## src/rtl/core/bmp_row_to_packed_pixel_converter_defines.svh

```systemverilog
// Assertion macros shared by the converter RTL.
`ifndef BMP_ROW_TO_PACKED_PIXEL_CONVERTER_DEFINES_SVH
`define BMP_ROW_TO_PACKED_PIXEL_CONVERTER_DEFINES_SVH

// Checks that a condition holds at every clock edge outside reset.
`define BMP_ASSERT_ALWAYS(label, clk, rstn, expr, msg) \
  label: assert property (@(posedge clk) disable iff (!(rstn)) (expr)) \
    else $error(msg);

// Checks that a condition in one cycle brings a consequence in the next cycle.
`define BMP_ASSERT_NEXT(label, clk, rstn, ante, cons, msg) \
  label: assert property (@(posedge clk) disable iff (!(rstn)) (ante) |=> (cons)) \
    else $error(msg);

`endif

```

## src/rtl/core/bmp_pkg.sv

```systemverilog
// Types and constants shared by the BMP packed-pixel converter modules.
`default_nettype none

package bmp_pkg;

  // Output formats selected by the mode register.
  typedef enum logic [1:0] {
    MODE_RGB332 = 2'd0,
    MODE_PAIR12 = 2'd1,
    MODE_RGB565 = 2'd2,
    MODE_RGB888 = 2'd3
  } mode_e;

  // Configuration register indexes.
  localparam logic [1:0] REG_WIDTH  = 2'd0;
  localparam logic [1:0] REG_HEIGHT = 2'd1;
  localparam logic [1:0] REG_MODE   = 2'd2;

  localparam int unsigned DIM_W       = 13;
  localparam int unsigned MAX_RESULTS = 3;

  // Result queue geometry.
  localparam int unsigned QDEPTH = 4;
  localparam int unsigned QPW    = $clog2(QDEPTH);
  localparam int unsigned QCW    = $clog2(QDEPTH + 1);

  // Color byte positions within a pixel.
  localparam logic [1:0] COMP_BLUE  = 2'd0;
  localparam logic [1:0] COMP_GREEN = 2'd1;
  localparam logic [1:0] COMP_RED   = 2'd2;

  // One output byte with its flags.
  typedef struct packed {
    logic [7:0] out_byte;
    logic       last_of_run;
    logic       image_end;
  } res_entry_t;

  // Results caused by one input item.
  typedef struct packed {
    logic [1:0]            count;
    res_entry_t [MAX_RESULTS-1:0] entry;
  } res_group_t;

endpackage

`default_nettype wire

```

## src/rtl/core/bmp_pixel_asm.sv

```systemverilog
// Pixel assembler: drops row padding, collects BGR bytes and formats each pixel.
`default_nettype none

module bmp_pixel_asm import bmp_pkg::*; #(
  parameter int unsigned MAX_WIDTH  = 4096,
  parameter int unsigned MAX_HEIGHT = 4096
) (
  input  wire logic             clk_i,
  input  wire logic             rst_ni,
  input  wire logic             clear_i,
  input  wire logic             accept_i,
  input  wire logic [7:0]       data_byte_i,
  input  wire logic [DIM_W-1:0] width_i,
  input  wire logic [DIM_W-1:0] height_i,
  input  wire mode_e            mode_i,
  output logic                  will_emit_o,
  output res_group_t            result_o
);

  localparam int unsigned CW = $clog2(MAX_WIDTH);
  localparam int unsigned RW = $clog2(MAX_HEIGHT);

  logic [1:0]    comp_q, comp_d;
  logic [7:0]    blue_q, blue_d;
  logic [7:0]    green_q, green_d;
  logic [CW-1:0] col_q, col_d;
  logic [RW-1:0] row_q, row_d;
  logic [1:0]    pad_q, pad_d;
  logic          pair_q, pair_d;
  logic [11:0]   pend_q, pend_d;

  logic [7:0] r, g, b;
  logic       last_col, last_row, last_pix;
  logic [7:0] b0, b1, b2;
  logic [1:0] n;

  // A pixel completes only on its red byte outside the padding.
  assign will_emit_o = (pad_q == 2'd0) && (comp_q == COMP_RED);

  assign r = data_byte_i;
  assign g = green_q;
  assign b = blue_q;

  assign last_col = (32'(col_q) + 32'd1) == 32'(width_i);
  assign last_row = (32'(row_q) + 32'd1) == 32'(height_i);
  assign last_pix = last_col && last_row;

  // Format the completed pixel and update the stream position.
  always_comb begin
    comp_d  = comp_q;
    blue_d  = blue_q;
    green_d = green_q;
    col_d   = col_q;
    row_d   = row_q;
    pad_d   = pad_q;
    pair_d  = pair_q;
    pend_d  = pend_q;
    b0      = r;
    b1      = g;
    b2      = b;
    n       = 2'd0;

    if (pad_q != 2'd0) begin
      pad_d = pad_q - 2'd1;
    end else if (comp_q == COMP_BLUE) begin
      blue_d = data_byte_i;
      comp_d = COMP_GREEN;
    end else if (comp_q == COMP_GREEN) begin
      green_d = data_byte_i;
      comp_d  = COMP_RED;
    end else begin
      comp_d = COMP_BLUE;
      unique case (mode_i)
        MODE_RGB332: begin
          b0 = {r[7:5], g[7:5], b[7:6]};
          n  = 2'd1;
        end
        MODE_PAIR12: begin
          if (pair_q) begin
            b0     = pend_q[11:4];
            b1     = {pend_q[3:0], r[7:4]};
            b2     = {g[7:4], b[7:4]};
            n      = 2'd3;
            pair_d = 1'b0;
            pend_d = 12'h000;
          end else if (last_pix) begin
            b0 = {r[7:4], g[7:4]};
            b1 = {b[7:4], 4'h0};
            n  = 2'd2;
          end else begin
            pend_d = {r[7:4], g[7:4], b[7:4]};
            pair_d = 1'b1;
          end
        end
        MODE_RGB565: begin
          b0 = {r[7:3], g[7:5]};
          b1 = {g[4:2], b[7:3]};
          n  = 2'd2;
        end
        MODE_RGB888: begin
          n = 2'd3;
        end
        default: begin
          n = 2'd0;
        end
      endcase

      // Row padding brings each row to a multiple of four bytes.
      if (last_col) begin
        col_d = '0;
        pad_d = width_i[1:0];
        if (last_row) begin
          row_d  = '0;
          pair_d = 1'b0;
          pend_d = 12'h000;
        end else begin
          row_d = row_q + RW'(1);
        end
      end else begin
        col_d = col_q + CW'(1);
      end
    end
  end

  // Result bytes with run and image flags on the last one.
  always_comb begin
    result_o.count             = n;
    result_o.entry[0].out_byte = b0;
    result_o.entry[1].out_byte = b1;
    result_o.entry[2].out_byte = b2;
    for (int k = 0; k < int'(MAX_RESULTS); k++) begin
      result_o.entry[k].last_of_run = (32'(n) == 32'(k + 1));
      result_o.entry[k].image_end   = (32'(n) == 32'(k + 1)) && last_pix;
    end
  end

  // Stream state.
  always_ff @(posedge clk_i or negedge rst_ni) begin
    if (!rst_ni) begin
      comp_q  <= COMP_BLUE;
      blue_q  <= 8'h00;
      green_q <= 8'h00;
      col_q   <= '0;
      row_q   <= '0;
      pad_q   <= 2'd0;
      pair_q  <= 1'b0;
      pend_q  <= 12'h000;
    end else if (clear_i) begin
      comp_q  <= COMP_BLUE;
      blue_q  <= 8'h00;
      green_q <= 8'h00;
      col_q   <= '0;
      row_q   <= '0;
      pad_q   <= 2'd0;
      pair_q  <= 1'b0;
      pend_q  <= 12'h000;
    end else if (accept_i) begin
      comp_q  <= comp_d;
      blue_q  <= blue_d;
      green_q <= green_d;
      col_q   <= col_d;
      row_q   <= row_d;
      pad_q   <= pad_d;
      pair_q  <= pair_d;
      pend_q  <= pend_d;
    end
  end

endmodule

`default_nettype wire

```

## src/rtl/core/bmp_out_queue.sv

```systemverilog
// Result queue: takes up to three bytes per cycle and hands out one per cycle while the output is not stalled.
`default_nettype none

module bmp_out_queue import bmp_pkg::*; (
  input  wire logic       clk_i,
  input  wire logic       rst_ni,
  input  wire logic       push_i,
  input  wire res_group_t group_i,
  input  wire logic       out_stall_i,
  output logic            out_valid_o,
  output res_entry_t      out_entry_o,
  output logic [QCW-1:0]  count_o
);

  res_entry_t      mem_q [QDEPTH];
  logic [QPW-1:0]  rd_ptr_q, wr_ptr_q;
  logic [QCW-1:0]  count_q, count_d;
  logic [QPW-1:0]  wr_ptr_d;
  logic [1:0]      n_push;
  logic            pop;

  assign n_push      = push_i ? group_i.count : 2'd0;
  assign out_valid_o = (count_q != '0);
  assign out_entry_o = mem_q[rd_ptr_q];
  assign pop         = out_valid_o && !out_stall_i;
  assign count_o     = count_q;
  assign wr_ptr_d    = wr_ptr_q + QPW'(n_push);
  assign count_d     = count_q + QCW'(n_push) - QCW'(pop);

  // Queue storage, written at consecutive places after the write pointer.
  always_ff @(posedge clk_i) begin
    for (int k = 0; k < int'(MAX_RESULTS); k++) begin
      if (32'(n_push) > 32'(k)) begin
        mem_q[wr_ptr_q + QPW'(k)] <= group_i.entry[k];
      end
    end
  end

  // Pointers and fill count.
  always_ff @(posedge clk_i or negedge rst_ni) begin
    if (!rst_ni) begin
      rd_ptr_q <= '0;
      wr_ptr_q <= '0;
      count_q  <= '0;
    end else begin
      wr_ptr_q <= wr_ptr_d;
      count_q  <= count_d;
      if (pop) begin
        rd_ptr_q <= rd_ptr_q + QPW'(1);
      end
    end
  end

endmodule

`default_nettype wire

```

## src/rtl/core/bmp_row_to_packed_pixel_converter.sv

```systemverilog
// Top level of the BMP row to packed pixel converter.
//
//   Channel  | Direction | Handshake              | Payload
//   ---------+-----------+------------------------+---------------------------------
//   config   | in        | cfg_we_i               | cfg_index_i, cfg_data_i
//   input    | in        | in_valid_i, in_stall_o | data_byte_i
//   output   | out       | out_valid_o, out_stall_i | out_byte_o, last_of_run_o, image_end_o
//
// One input byte is taken per cycle while in_stall_o is low; the pixel is formatted in the
// same cycle and its result bytes enter a four-entry queue. The queue hands out one byte per
// cycle while out_stall_i is low, so with an unstalled output a sustained rate of one input
// byte per cycle is kept in every output format. A red byte (the one that completes a pixel)
// stalls only while the queue has fewer than three free places. Reset leaves width 1,
// height 1 and the 12-bit pair format. Any register write restarts the image.
`default_nettype none

module bmp_row_to_packed_pixel_converter import bmp_pkg::*; #(
  parameter int unsigned MAX_WIDTH  = 4096,
  parameter int unsigned MAX_HEIGHT = 4096
) (
  input  wire logic             clk_i,
  input  wire logic             rst_ni,
  input  wire logic             cfg_we_i,
  input  wire logic [1:0]       cfg_index_i,
  input  wire logic [DIM_W-1:0] cfg_data_i,
  input  wire logic             in_valid_i,
  output logic                  in_stall_o,
  input  wire logic [7:0]       data_byte_i,
  output logic                  out_valid_o,
  input  wire logic             out_stall_i,
  output logic [7:0]            out_byte_o,
  output logic                  last_of_run_o,
  output logic                  image_end_o
);

  `include "bmp_row_to_packed_pixel_converter_defines.svh"

  logic [DIM_W-1:0] width_q, height_q;
  mode_e            mode_q;
  logic [DIM_W-1:0] width_eff, height_eff;
  logic             cfg_hit;
  logic             in_fire;
  logic             will_emit;
  res_group_t       group;
  res_entry_t       head;
  logic [QCW-1:0]   q_count;

  // Register writes; an unknown index is ignored.
  always_comb begin
    unique case (cfg_index_i)
      REG_WIDTH:  cfg_hit = cfg_we_i;
      REG_HEIGHT: cfg_hit = cfg_we_i;
      REG_MODE:   cfg_hit = cfg_we_i;
      default:    cfg_hit = 1'b0;
    endcase
  end

  always_ff @(posedge clk_i or negedge rst_ni) begin
    if (!rst_ni) begin
      width_q  <= DIM_W'(1);
      height_q <= DIM_W'(1);
      mode_q   <= MODE_PAIR12;
    end else if (cfg_we_i) begin
      unique case (cfg_index_i)
        REG_WIDTH:  width_q  <= cfg_data_i;
        REG_HEIGHT: height_q <= cfg_data_i;
        REG_MODE:   mode_q   <= mode_e'(cfg_data_i[1:0]);
        default:    ;
      endcase
    end
  end

  // Zero counts as one, and a value above the maximum counts as the maximum.
  always_comb begin
    if (width_q == '0) begin
      width_eff = DIM_W'(1);
    end else if (32'(width_q) > MAX_WIDTH) begin
      width_eff = DIM_W'(MAX_WIDTH);
    end else begin
      width_eff = width_q;
    end
    if (height_q == '0) begin
      height_eff = DIM_W'(1);
    end else if (32'(height_q) > MAX_HEIGHT) begin
      height_eff = DIM_W'(MAX_HEIGHT);
    end else begin
      height_eff = height_q;
    end
  end

  // Hold a completing byte back until the queue can take all its results.
  assign in_stall_o = will_emit && (32'(q_count) > (QDEPTH - MAX_RESULTS));
  assign in_fire    = in_valid_i && !in_stall_o;

  bmp_pixel_asm #(
    .MAX_WIDTH  (MAX_WIDTH),
    .MAX_HEIGHT (MAX_HEIGHT)
  ) u_asm (
    .clk_i       (clk_i),
    .rst_ni      (rst_ni),
    .clear_i     (cfg_hit),
    .accept_i    (in_fire),
    .data_byte_i (data_byte_i),
    .width_i     (width_eff),
    .height_i    (height_eff),
    .mode_i      (mode_q),
    .will_emit_o (will_emit),
    .result_o    (group)
  );

  bmp_out_queue u_queue (
    .clk_i       (clk_i),
    .rst_ni      (rst_ni),
    .push_i      (in_fire && !cfg_hit),
    .group_i     (group),
    .out_stall_i (out_stall_i),
    .out_valid_o (out_valid_o),
    .out_entry_o (head),
    .count_o     (q_count)
  );

  assign out_byte_o    = head.out_byte;
  assign last_of_run_o = head.last_of_run;
  assign image_end_o   = head.image_end;

  // The queue never holds more than its depth.
  `BMP_ASSERT_ALWAYS(a_queue_bound, clk_i, rst_ni, 32'(q_count) <= QDEPTH, "result queue overflow")

  // The final byte of an image always closes its run.
  `BMP_ASSERT_ALWAYS(a_end_closes_run, clk_i, rst_ni, !out_valid_o || !image_end_o || last_of_run_o, "image end without run end")

  // A completed pixel outside the pair format always leaves a byte to send.
  `BMP_ASSERT_NEXT(a_pixel_gives_byte, clk_i, rst_ni, in_fire && will_emit && !cfg_hit && (mode_q != MODE_PAIR12), out_valid_o, "completed pixel produced no byte")

endmodule

`default_nettype wire
```

## config.mk

```make
export PLATFORM = sky130hd
export DESIGN_NAME = bmp_row_to_packed_pixel_converter
export DESIGN_NICKNAME = d
export VERILOG_FILES = /design/src/rtl/core/bmp_pkg.sv /design/src/rtl/core/bmp_pixel_asm.sv /design/src/rtl/core/bmp_out_queue.sv /design/src/rtl/core/bmp_row_to_packed_pixel_converter.sv
export VERILOG_INCLUDE_DIRS = /design/src /design/src/rtl/core
export SDC_FILE = /design/constraint.sdc
export NUM_CORES = 1
export LEC_CHECK = 0
export ABC_AREA = 1
export CAP_MARGIN = 10
export CELL_PAD_IN_SITES_DETAIL_PLACEMENT = 1
export CELL_PAD_IN_SITES_GLOBAL_PLACEMENT = 2
export CORE_MARGIN = 1
export CORE_UTILIZATION = 40
export DETAILED_ROUTE_END_ITERATION = 8
export DONT_BUFFER_PORTS = 1
export GPL_ROUTABILITY_DRIVEN = 0
export PLACE_DENSITY = 0.95
export SLEW_MARGIN = 30
export SYNTH_ARGS = -nofsm -noshare
export SYNTH_HDL_FRONTEND = slang
export SYNTH_SLANG_ARGS = --single-unit
```

## constraint.sdc

```tcl
create_clock -name clk_i -period 5.2 [get_ports clk_i]
set_input_delay 0.26 -clock clk_i [delete_from_list [all_inputs] [get_ports clk_i]]
set_output_delay 0.26 -clock clk_i [all_outputs]
set_load 0.03 [all_outputs]
```

==> summary.txt <==
outcome - complete, no violations
first-iteration detailed-routing DRC count - 431
period utilisation layout - 0.778
Clock Path Buffers - 2
Clk Tree Root Cell - clkbuf_16
slack of the critical path - 1.15 ns
Seq. cell area - 3510 um^2
Max Cap Viol - 0
CP Launch Point - u_asm.row_q[0]
DR vias/cell - 5.35
n_diodes - 0
Yosys cell types - 45
CP Class - flop to flop
post-route insts no fill - 1,469
largest net degree at the start of global routing - 93
synthesized cell area - 8400 um^2
vias in the first global route - 7,980
Critical Path AT - 4.11 ns
CTS sink count - 132
overall routing resource usage - 0.256
Worst path slowest cell - dfrtp_1
cells after synthesis - 1,196
Area growth syn-to-layout - 9.85%
Worst R2R Start - u_asm.row_q[0]
Hold Fails Final Rpt - 0
Final Skew - 0.0117 ns
Crit Reg-Reg Endpoint - u_queue.mem_q[0][9]
Final min period - 4.05 ns
main combinational cell family by area after synthesis - simple AND/OR/NAND/NOR gates
WP data required - 5.26 ns
Cell Rows - 52
syn_nets - 1,236
WHS - 0.0197 ns
final WL - 26,400 um
Fillers - 2,643
post-synthesis adder-cell area fraction - 0.0188
dpl hpwl - 19,600 um
Seq cells post-synth - 132
drt first pass iters - 6
fin. max-slew vios - 0
Placed Cells - 1,431
first-pass GRT wire length - 43,100 um
pwr dens - 389 nW/um^2
Critical Path Fanout Max - 12
Worst-Margin Slew - 0.808 ns
FF-to-FF setup slack - 1.15 ns
number of buffers created by CTS - 17
post-cts gate resize count - 0
multi-input logic area - 4140 um^2
die area - 21,600 um^2
wire length per cell - 17.9 um
htree depth - 4
area fraction in compound gates after synthesis - 0.117
worst hold stages - 2
depth of the worst register-to-register path - 17
max_slew headroom - 0.460
most used cell, CP - nand3_1
crit end category - flop
Min-Delay Path Class - input port to flop
Synth Area in Simple Gates - 0.340
Seq/Total Area, Yosys - 0.417
CTS tree - done
crit path to - u_queue.mem_q[0][9]
Fmax - 0.247 GHz
die width - 147 um
setup slack at placement - 1.25 ns
final setup vio count - 0
P_leak - 4.35 nW
Yosys warnings - 0
RSZ-0062 raised after global routing - no
number of I/O pins - 40
share of post-route cells with drive strength above 1 - 0.0701
Vias - 7,852
worst-path cell chain - ha_1 > nand2_1 > nor2_4 > xor2_1 > inv_1 > nand3_1 > nand2_1 > nor2_1 > nand3_1 > nor2_2 > buf_4 > nand3_2 > nand2_2 > nand4_1 > inv_2 > nand2_2 > nand3_1
clock latency on the worst-skew pair - 0.43 ns
Core Area - 20,400 um^2
Worst path max stage delay - 0.45 ns
Nets - 1,226
Residual DRC - 0
Initial Util - 0.411
GRT overflow - 0
Routed Antenna Nets - 0
maximum vdd drop - 0.000221 V
die boundary height - 147 um
post-synthesis mux area share - 0.00268
xor and xnor area share after synthesis - 0.0144
Post-Syn Area per Cell - 7.02 um^2
Buffers on Ports - 0
Clock transition at path regs - 0.06 ns
Startpoint Class - flop
Setup TNS - 0 ns
initial antenna violation count - 0
## flip-flops by register name (all words and copies together) (netlist names), 3 cells and up
signal,flops
height_q,13
width_q,13
u_asm.g,8
u_asm.row_q,12
u_asm.b,8
u_queue.count_o,3
u_asm.col_q,12
u_asm.pend_q,12
u_queue.mem_q,40
## per-layer routing
layer	vias up	global-route usage	part of all wire
li1	3851	-	-
met1	3818	0.362	0.49
met2	141	0.404	0.45
met3	42	0.0410	0.033
met4	0	0.0768	0.020
met5	-	0	0
## repair_timing
item / in CTS / in global routing
hold endpoints to repair: 96 / 0
setup buffers: 0 / 0
hold buffers: 6 / 0
## power by group
group	internal [mW]	total [mW]	switching [mW]	leakage, nW
sequential	1.20	1.34	0.144	1.57
combinational	0.279	1.04	0.764	2.50
clock	0.711	1.21	0.498	0.281
total	2.19	3.59	1.41	4.35
## per-stage QoR
step            util  area [um^2]  power, mW
2_1_floorplan      -         8400       2.09
3_3_place_gp   0.419         8570       2.32
3_5_place_dp   0.419         8570       2.37
4_1_cts        0.452         9230       3.61
5_1_grt        0.452         9230       3.79
6_report       0.452         9230       3.59
## cells in the final DEF (no fill, tap or decap), drive strengths merged, types with 5 or more instances in the layout
| cell | count |
|---|---|
| edfxtp | 40 |
| nor3 | 6 |
| o22ai | 37 |
| nand2 | 428 |
| dfrtp | 89 |
| clkbuf | 18 |
| o21ai | 104 |
| ha | 11 |
| a21oi | 10 |
| a221oi | 6 |
| inv | 150 |
| xor2 | 12 |
| nand4 | 13 |
| buf | 5 |
| clkinv | 8 |
| dlygate4sd3 | 5 |
| nand3 | 118 |
| nor2 | 112 |
## logic make-up (layout without fill, tap and decap cells)
group,count (synthesis),after routing
adders and majority gates,12,12
DFF,132,132
muxes,2,2
and+or+nand+nor,679,679
AOI/OAI and AO/OA,171,171
buffers and inverters,187,190
xor gates and xnor gates,13,13
## worst min-delay path by stage
stage / from / endpoint / slack, ns
CTS: cfg_data_i[12] / width_q[12] / 0.003
finish: cfg_data_i[12] / width_q[12] / 0.02
floorplan: rst_ni / height_q[10] / -0.04
global route: cfg_data_i[12] / width_q[12] / 0.04
global placement: rst_ni / u_asm.col_q[9] / -0.03
detailed placement: rst_ni / u_asm.col_q[9] / -0.03
## cell usage after synthesis (all sizes together)
cell	number	area share
a211oi	1	0.00089
a21oi	10	0.0060
a221oi	6	0.0063
a31o	3	0.0031
a32oi	1	0.0010
and2	1	0.00075
buf	18	0.014
clkbuf	21	0.0094
clkinv	2	0.00089
dfrtp	89	0.27
dfstp	3	0.0094
edfxtp	40	0.14
fa	1	0.0024
ha	11	0.016
inv	146	0.065
mux2	2	0.0027
nand2	428	0.19
nand3	118	0.074
nand3b	1	0.00089
nand4	13	0.0097
nor2	112	0.056
nor3	6	0.0042
o211ai	3	0.0033
o21ai	104	0.062
o21bai	1	0.00089
o221ai	3	0.0031
o22ai	37	0.028
o41ai	2	0.0021
xnor2	1	0.0010
xor2	12	0.013
## critical path: cells and delay by family, from the launching register on
family        cells  cell delay [ns]
simple gates     12             2.01
buf+inv           3             0.65
xor+xnor          1             0.21
fa+ha+maj         1             0.32
flops             1             0.45
## cell type report
type                       count  share of cell area
tap                          270              0.0366
clock buffer                  18              0.0465
inverter                     148              0.0602
timing repair buffer          10              0.0117
multi-input combinational    877               0.449
clock inverter                14              0.0164
sequential                   132               0.380
Power figures use the tool's default switching activity.
